### config.mk
export PLATFORM = sky130hd
export DESIGN_NAME = species_id_decoder
export DESIGN_NICKNAME = d
export VERILOG_FILES = /design/src/sid_pkg.sv /design/src/sid_cell.sv /design/src/sid_div.sv /design/src/species_id_decoder.sv
export SDC_FILE = /design/constraint.sdc
export NUM_CORES = 2
export LEC_CHECK = 0
export ABC_AREA = 1
export BUFFER_PORTS_ARGS = -buffer_cell sky130_fd_sc_hd__buf_2
export CORE_MARGIN = 3
export CORE_UTILIZATION = 55
export DETAILED_ROUTE_END_ITERATION = 16
export MAX_ROUTING_LAYER = met4
export PLACE_DENSITY = 0.81
export SLEW_MARGIN = 20
export SYNTH_ARGS = -nofsm -noshare
export SYNTH_HDL_FRONTEND = slang
export SYNTH_HIERARCHICAL = 1
export SYNTH_SLANG_ARGS = --single-unit
### constraint.sdc
create_clock -name i_clk -period 6.2 [get_ports i_clk]
set_input_delay 0.31 -clock i_clk [delete_from_list [all_inputs] [get_ports i_clk]]
set_output_delay 0.31 -clock i_clk [all_outputs]
set_load 0.02 [all_outputs]
### src/sid_pkg.sv
// ----------------------------------------------------------------------------
// sid_pkg
// shared widths, codes and types of the species id decoder
// ----------------------------------------------------------------------------
package sid_pkg;

    localparam int NUM_SPECIES_DEF = 4;
    localparam int REG_SPECIES     = 4;

    localparam int ID_W      = 28;
    localparam int MOL_W     = 16;
    localparam int PART_W    = 10;
    localparam int MOL_END_W = 18;
    localparam int DIFF_W    = 26;
    localparam int SPC_W     = 2;
    localparam int CFG_IDX_W = 3;
    localparam int CFG_DAT_W = 16;

    // register index bases
    localparam int CFG_MOL_BASE   = 0;
    localparam int CFG_PARTS_BASE = 4;

    // opcodes
    localparam logic OP_MOL  = 1'b0;
    localparam logic OP_PART = 1'b1;

    typedef enum logic [1:0] {
        S_IDLE,
        S_FIND,
        S_DIV
    } t_state;

    // running end offsets handed from cell to cell
    typedef struct packed {
        logic [MOL_END_W-1:0] mol_end;
        logic [ID_W-1:0]      part_end;
    } t_link;

    // lookup answer of one cell
    typedef struct packed {
        logic              hit;
        logic [DIFF_W-1:0] diff;
        logic [PART_W-1:0] parts;
    } t_cell_res;

    // divider result
    typedef struct packed {
        logic              done;
        logic [MOL_W-1:0]  quo;
        logic [PART_W-1:0] rem;
    } t_div_res;

endpackage

### src/sid_cell.sv
// ----------------------------------------------------------------------------
// sid_cell
// one species: holds its counts, extends the running offsets, checks an id
// ----------------------------------------------------------------------------
module sid_cell (
    input  logic                          i_clk,
    input  logic                          i_rst_n,
    input  logic                          i_wr_mol,
    input  logic                          i_wr_parts,
    input  logic [sid_pkg::CFG_DAT_W-1:0] i_wr_data,
    input  sid_pkg::t_link                i_prev,
    input  logic                          i_op,
    input  logic [sid_pkg::ID_W-1:0]      i_id,
    output sid_pkg::t_link                o_next,
    output sid_pkg::t_cell_res            o_res
);

    logic [sid_pkg::MOL_W-1:0]  r_mol;
    logic [sid_pkg::PART_W-1:0] r_parts;
    logic [sid_pkg::DIFF_W-1:0] r_prod;
    sid_pkg::t_link             r_end;

    logic [sid_pkg::ID_W-1:0] start_off;
    logic [sid_pkg::ID_W-1:0] end_off;

    always_ff @(posedge i_clk) begin
        if (!i_rst_n) begin
            r_mol   <= '0;
            r_parts <= '0;
            r_prod  <= '0;
            r_end   <= '0;
        end else begin
            if (i_wr_mol) begin
                r_mol <= i_wr_data[sid_pkg::MOL_W-1:0];
            end
            if (i_wr_parts) begin
                r_parts <= i_wr_data[sid_pkg::PART_W-1:0];
            end
            r_prod           <= sid_pkg::DIFF_W'(r_mol) * sid_pkg::DIFF_W'(r_parts);
            r_end.mol_end    <= i_prev.mol_end + sid_pkg::MOL_END_W'(r_mol);
            r_end.part_end   <= i_prev.part_end + sid_pkg::ID_W'(r_prod);
        end
    end

    always_comb begin
        if (i_op == sid_pkg::OP_PART) begin
            start_off = i_prev.part_end;
            end_off   = r_end.part_end;
        end else begin
            start_off = sid_pkg::ID_W'(i_prev.mol_end);
            end_off   = sid_pkg::ID_W'(r_end.mol_end);
        end
        o_res.hit   = (i_id >= start_off) && (i_id < end_off);
        o_res.diff  = sid_pkg::DIFF_W'(i_id - start_off);
        o_res.parts = r_parts;
    end

    assign o_next = r_end;

endmodule

### src/sid_div.sv
// ----------------------------------------------------------------------------
// sid_div
// restoring divider, one quotient bit per cycle
// ----------------------------------------------------------------------------
module sid_div (
    input  logic                        i_clk,
    input  logic                        i_rst_n,
    input  logic                        i_load,
    input  logic [sid_pkg::DIFF_W-1:0]  i_dividend,
    input  logic [sid_pkg::PART_W-1:0]  i_divisor,
    output sid_pkg::t_div_res           o_res
);

    localparam int CNT_W = $clog2(sid_pkg::MOL_W);

    logic                       r_busy;
    logic                       r_done;
    logic [CNT_W-1:0]           r_cnt;
    logic [sid_pkg::PART_W-1:0] r_div;
    logic [sid_pkg::PART_W-1:0] r_rem;
    logic [sid_pkg::MOL_W-1:0]  r_quo;

    logic [sid_pkg::PART_W:0]   trial;
    logic                       take;
    logic [sid_pkg::PART_W-1:0] n_rem;

    always_comb begin
        trial = {r_rem, r_quo[sid_pkg::MOL_W-1]};
        take  = trial >= {1'b0, r_div};
        if (take) begin
            n_rem = sid_pkg::PART_W'(trial - {1'b0, r_div});
        end else begin
            n_rem = trial[sid_pkg::PART_W-1:0];
        end
    end

    always_ff @(posedge i_clk) begin
        if (!i_rst_n) begin
            r_busy <= 1'b0;
            r_done <= 1'b0;
            r_cnt  <= '0;
        end else begin
            r_done <= r_busy && (r_cnt == CNT_W'(sid_pkg::MOL_W - 1));
            if (i_load) begin
                r_busy <= 1'b1;
                r_cnt  <= '0;
            end else if (r_busy) begin
                r_cnt <= r_cnt + 1'b1;
                if (r_cnt == CNT_W'(sid_pkg::MOL_W - 1)) begin
                    r_busy <= 1'b0;
                end
            end
        end
    end

    // high bits of the dividend are below the divisor, so they seed the remainder
    always_ff @(posedge i_clk) begin
        if (i_load) begin
            r_div <= i_divisor;
            r_rem <= i_dividend[sid_pkg::DIFF_W-1:sid_pkg::MOL_W];
            r_quo <= i_dividend[sid_pkg::MOL_W-1:0];
        end else if (r_busy) begin
            r_rem <= n_rem;
            r_quo <= {r_quo[sid_pkg::MOL_W-2:0], take};
        end
    end

    assign o_res.done = r_done;
    assign o_res.quo  = r_quo;
    assign o_res.rem  = r_rem;

endmodule

### src/species_id_decoder.sv
// ----------------------------------------------------------------------------
// species_id_decoder
// maps a global molecule or part id to species, molecule and part indices
// ----------------------------------------------------------------------------
// channel   | direction | handshake          | payload
// input     | in        | start / busy       | i_opcode, i_global_id
// result    | out       | o_strobe           | o_species_index, o_molecule_index,
//           |           |                    | o_part_index, o_out_of_range
// config    | in        | i_cfg_we           | i_cfg_idx, i_cfg_data
//
// molecule ids and out of range ids: decided in S_FIND, then registered to the strobe
// part ids: S_FIND loads the serial divider, whose 16 steps run in S_DIV before the strobe
// a config write keeps busy high while the offsets ripple down the cell row
// busy is low after reset release and high while a transaction or that ripple runs
// o_strobe lasts one cycle and cannot be held off
// ----------------------------------------------------------------------------
module species_id_decoder #(
    parameter int NUM_SPECIES = sid_pkg::NUM_SPECIES_DEF
) (
    input  logic                          i_clk,
    input  logic                          i_rst_n,
    input  logic                          start,
    output logic                          busy,
    input  logic                          i_opcode,
    input  logic [sid_pkg::ID_W-1:0]      i_global_id,
    input  logic                          i_cfg_we,
    input  logic [sid_pkg::CFG_IDX_W-1:0] i_cfg_idx,
    input  logic [sid_pkg::CFG_DAT_W-1:0] i_cfg_data,
    output logic                          o_strobe,
    output logic [sid_pkg::SPC_W-1:0]     o_species_index,
    output logic [sid_pkg::MOL_W-1:0]     o_molecule_index,
    output logic [sid_pkg::PART_W-1:0]    o_part_index,
    output logic                          o_out_of_range
);

    localparam int IDX_W  = (NUM_SPECIES > 1) ? $clog2(NUM_SPECIES) : 1;
    localparam int SETTLE = NUM_SPECIES + 2;
    localparam int SET_W  = $clog2(SETTLE + 1);

    sid_pkg::t_state r_state, n_state;

    logic [SET_W-1:0]           r_settle;
    logic                       r_op;
    logic [sid_pkg::ID_W-1:0]   r_id;

    logic                       r_strobe, n_strobe;
    logic [sid_pkg::SPC_W-1:0]  r_species, n_species;
    logic [sid_pkg::MOL_W-1:0]  r_mol, n_mol;
    logic [sid_pkg::PART_W-1:0] r_part, n_part;
    logic                       r_oor, n_oor;

    logic                       accept;
    logic                       div_load;
    sid_pkg::t_div_res          div_res;

    sid_pkg::t_link             links [NUM_SPECIES+1];
    sid_pkg::t_cell_res         cres  [NUM_SPECIES];

    logic                       any_hit;
    logic [IDX_W-1:0]           sel_idx;
    logic [sid_pkg::DIFF_W-1:0] sel_diff;
    logic [sid_pkg::PART_W-1:0] sel_parts;

    assign links[0] = '0;

    for (genvar g = 0; g < NUM_SPECIES; g++) begin : g_cell
        logic wr_mol;
        logic wr_parts;
        if (g < sid_pkg::REG_SPECIES) begin : g_reg
            assign wr_mol   = i_cfg_we &&
                (i_cfg_idx == sid_pkg::CFG_IDX_W'(sid_pkg::CFG_MOL_BASE + g));
            assign wr_parts = i_cfg_we &&
                (i_cfg_idx == sid_pkg::CFG_IDX_W'(sid_pkg::CFG_PARTS_BASE + g));
        end else begin : g_noreg
            assign wr_mol   = 1'b0;
            assign wr_parts = 1'b0;
        end
        sid_cell u_cell (
            .i_clk      (i_clk),
            .i_rst_n    (i_rst_n),
            .i_wr_mol   (wr_mol),
            .i_wr_parts (wr_parts),
            .i_wr_data  (i_cfg_data),
            .i_prev     (links[g]),
            .i_op       (r_op),
            .i_id       (r_id),
            .o_next     (links[g+1]),
            .o_res      (cres[g])
        );
    end

    // ranges are disjoint, so at most one cell hits
    always_comb begin
        any_hit   = 1'b0;
        sel_idx   = '0;
        sel_diff  = '0;
        sel_parts = '0;
        for (int i = 0; i < NUM_SPECIES; i++) begin
            if (cres[i].hit) begin
                any_hit   = 1'b1;
                sel_idx   = sel_idx | IDX_W'(i);
                sel_diff  = sel_diff | cres[i].diff;
                sel_parts = sel_parts | cres[i].parts;
            end
        end
    end

    sid_div u_div (
        .i_clk      (i_clk),
        .i_rst_n    (i_rst_n),
        .i_load     (div_load),
        .i_dividend (sel_diff),
        .i_divisor  (sel_parts),
        .o_res      (div_res)
    );

    assign busy   = (r_state != sid_pkg::S_IDLE) || (r_settle != '0);
    assign accept = start && !busy;

    always_ff @(posedge i_clk) begin
        if (!i_rst_n) begin
            r_state  <= sid_pkg::S_IDLE;
            r_settle <= '0;
            r_strobe <= 1'b0;
        end else begin
            r_state  <= n_state;
            r_strobe <= n_strobe;
            if (i_cfg_we) begin
                r_settle <= SET_W'(SETTLE);
            end else if (r_settle != '0) begin
                r_settle <= r_settle - 1'b1;
            end
        end
    end

    always_ff @(posedge i_clk) begin
        if (accept) begin
            r_op <= i_opcode;
            r_id <= i_global_id;
        end
        r_species <= n_species;
        r_mol     <= n_mol;
        r_part    <= n_part;
        r_oor     <= n_oor;
    end

    always_comb begin
        n_state   = r_state;
        n_strobe  = 1'b0;
        n_species = r_species;
        n_mol     = r_mol;
        n_part    = r_part;
        n_oor     = r_oor;
        div_load  = 1'b0;
        unique case (r_state)
            sid_pkg::S_IDLE: begin
                if (accept) begin
                    n_state = sid_pkg::S_FIND;
                end
            end
            sid_pkg::S_FIND: begin
                n_species = any_hit ? sid_pkg::SPC_W'(sel_idx) : '0;
                n_oor     = !any_hit;
                if (!any_hit) begin
                    n_mol    = '0;
                    n_part   = '0;
                    n_strobe = 1'b1;
                    n_state  = sid_pkg::S_IDLE;
                end else if (r_op == sid_pkg::OP_MOL) begin
                    n_mol    = sel_diff[sid_pkg::MOL_W-1:0];
                    n_part   = '0;
                    n_strobe = 1'b1;
                    n_state  = sid_pkg::S_IDLE;
                end else begin
                    div_load = 1'b1;
                    n_state  = sid_pkg::S_DIV;
                end
            end
            sid_pkg::S_DIV: begin
                if (div_res.done) begin
                    n_mol    = div_res.quo;
                    n_part   = div_res.rem;
                    n_strobe = 1'b1;
                    n_state  = sid_pkg::S_IDLE;
                end
            end
            default: begin
                n_state = sid_pkg::S_IDLE;
            end
        endcase
    end

    assign o_strobe         = r_strobe;
    assign o_species_index  = r_species;
    assign o_molecule_index = r_mol;
    assign o_part_index     = r_part;
    assign o_out_of_range   = r_oor;

endmodule

==> flow_summary.ini <==
[setup_path]
cp-end-kind = register
cp.required_ns = 6.72
worst-path-stages = 22
slowest_stage = dfxtp_1
crit_type = register to register
r2r-start = g_cell[1].u_cell/r_mol[6]
ff2ff_path_depth = 22
critPathMaxFanout = 12
start_kind = register
critPathLaunch = g_cell[1].u_cell/r_mol[6]
reg2reg_to = g_cell[1].u_cell/r_prod[17]
cp.arrival_ns = 5.91
rrSetupSlack_ns = 0.81
cp_cell_sequence = nand2_1 -> fa_1 -> inv_1 -> fa_1 -> inv_1 -> fa_1 -> inv_1 -> fa_1 -> inv_1 -> fa_1 -> inv_1 -> ha_1 -> nand2_1 -> inv_1 -> nand2_1 -> nand2_1 -> inv_1 -> nand2_1 -> nand2_1 -> nand2_1 -> o21ai_1 -> a21oi_1
cpPeakStageDelay_ns = 0.70
critical-path-top-delay-family = adder cells
crit_buf_inv = 7
endpoint = g_cell[1].u_cell/r_prod[17]

[yosys]
synth_compound_area_frac = 0.0808
syn-cell-area_sq_mm = 0.0618
synth_top_family_by_area = simple AND/OR/NAND/NOR gates
synth_xor_area_frac = 0.0118
ys_seq_area_frac = 0.177
synth_adder_area_share = 0.278
yosysUniqueCellTypes = 57
synth_cells = 9477
ys_seq_elements = 498
synth_area_leaders = nand2_1 (18%), fa_1 (15%), ha_1 (13%), dfxtp_1 (13%), inv_1 (11%)
avgSynthCellArea_sq_um = 6.52
yosys_warnings = 6
synth_area_leader_cell = nand2_1
synth_top_cell_area_share = 0.184
synthMuxAreaShare = 0.0201
yosys.area_share.simple = 0.301

[cells_and_area]
final_common_cell = nand2_1
fin_nets = 10687
syn_to_final_growth_pct = 7.08
mostFrequentLayoutCells = nand2_1 (3023), inv_1 (1862), nor2_1 (950), ha_1 (648), a21oi_1 (521)
fillCellCount = 10751
drive_above_1_share = 0.0394

[routing]
vias = 59752
drc = 0
ant_nets = 0
routedWlPerCell_um = 18.7
dr.pass1.iters = 8
avgViaCountPerCell = 5.39
routed_wirelength_mm = 207
drt_iter0_markers = 6048

[sta]
finalCriticalPeriod_ns = 5.39
rsz0062_at_grt = false
hold_viol_final = 0
layout_setup_ws_ns = 0.808
fin_hold_ws_ns = 0.0464
finalCritPeriodShare = 0.870
fmax_mhz = 185
tightestPinTransition_ns = 1.11
setup_viol = 0
setup_tns_ns = 0
slew_viol_final = 0
fin_skew_ns = 0.0381
slew_headroom = 0.260

[die]
dieArea_sq_mm = 0.116
rows = 122
start_util = 0.556
num_io_pins = 83
fp.dieH_um = 341
core-area_sq_mm = 0.111
die_w_um = 341

[clock_network]
cts_tree = done
cts_buffer_depth = 3
post_cts_resized = 0
clkTransAtPathRegs_ns = 0.08
worstSkewPairLatency_ns = 0.70
clockRootBuffer = clkbuf_16
clock_sinks = 498
numCtsBuffers = 61
htree_levels = 2

[placement]
numPortBuffers = 82
hpwlAfterDp_mm = 169
pre_cts_ws_ns = 0.925
gp_congestion = 1.04

[power]
p_leak_nw = 37.9
vdd_drop_max_mv = 0.248
power_density_mw_per_mm2 = 178

[global_route]
grt_pass1_vias = 56607
grt_pass1_wl_mm = 318
antenna_found_initial = 7
grt_overflow_total = 0
track_usage = 0.361
grt_max_degree = 108

[run]
cap_violations = 0

[hold_path]
hp-class = primary input to register

[status]
outcome = finished clean
-- kinds of logic (layout without fill, tap and decap cells) --
family                   after synthesis  count (layout)
multiplexers                         124             124
other                                  1             104
buffers and inverters               2129            2143
AND/OR/NAND/NOR                     4599            4599
XOR/XNOR                              83              83
adder cells (fa/ha/maj)             1102            1102
AO/OA/AOI/OAI                        941             941
flip-flops                           498             498
-- per-stage QoR --
step	instance area (sq um)	std cells	total power, W	utilization
finish	66200	11082	0.0118	0.596
global placement	63700	10928	0.00775	0.573
detailed placement	63700	10928	0.00783	0.573
floorplan	62200	9571	0.00655	-
CTS	66200	11073	0.0117	0.595
global route	66200	11078	0.0123	0.596
-- layer usage --
metal	GRT usage	share of wire
met1	0.481	0.42
met2	0.540	0.43
met3	0.0623	0.098
met4	0.158	0.051
met5	-	0
-- sequential cells by signal, indices dropped and copies added, names as in the netlist --
register,flops
g_cell.u_cell/o_next,184
g_cell.u_cell/r_prod,104
g_cell.u_cell/r_mol,64
g_cell.u_cell/r_parts,40
r_id,28
o_molecule_index,16
u_div/r_quo,16
o_part_index,10
u_div/r_div,10
u_div/r_rem,10
u_div/r_cnt,4
r_settle,3
o_species_index,2
r_state,2
o_out_of_range,1
o_strobe,1
r_op,1
u_div/r_busy,1
u_div/r_done,1
-- cell type report --
class	instances	area [sq um]	share of cell area
antenna	9	22.5	0.000340
clock buffer	81	1710	0.0259
clock inverter	34	427	0.00645
inverter	1873	7030	0.106
multi-input combinational	6944	43100	0.652
sequential	498	10900	0.165
tap	1488	1860	0.0281
timing repair buffer	155	1080	0.0163
-- timing repair --
action	in CTS	in global routing
hold buffers	30	0
endpoints found under the hold margin	32	0
setup endpoints to repair	0	0
setup buffers	0	0
-- synthesized netlist by cell type, drive strengths merged --
master / instances
nand2: 3076
inv: 1868
nor2: 981
ha: 649
a21oi: 529
fa: 453
dfxtp: 404
nand3: 342
o21ai: 328
clkbuf: 190
mux2i: 124
nand4: 95
edfxtp: 94
buf: 66
nor3: 57
xor2: 57
o21bai: 45
xnor2: 26
and2: 17
o21a: 13
nand3b: 10
or2: 10
a21o: 9
a21boi: 6
clkinv: 5
nor4: 5
a22oi: 4
a31oi: 4
nor3b: 3
o211ai: 3
and3: 1
conb: 1
nand2b: 1
nor4b: 1
-- worst min path at each step --
stage,startpoint,end,slack [ns],cells after the start
finish,i_cfg_data[10],g_cell[3].u_cell/r_mol[10],0.05,3
global route,i_cfg_data[13],g_cell[1].u_cell/r_mol[13],0.03,3
CTS,i_cfg_data[13],g_cell[1].u_cell/r_mol[13],0.01,3
detailed placement,r_settle[0],r_settle[0],0.48,1
global placement,r_settle[0],r_settle[0],0.46,1
floorplan,i_global_id[0],r_id[0],0.41,0
-- tightest hold or removal path, cell delays in order --
cell	delay [ns]
buf_2	0.20
nor2_1	0.14
nor2_1	0.05
-- where the power goes --
part | total, W | switching [W] | leakage [nW] | internal (W)
combinational | 0.00384 | 0.00262 | 32.7 | 0.00122
sequential | 0.00408 | 0.000429 | 4.17 | 0.00365
clock | 0.00385 | 0.00160 | 1.04 | 0.00225
No activity file was read; power rests on OpenSTA's default activity.
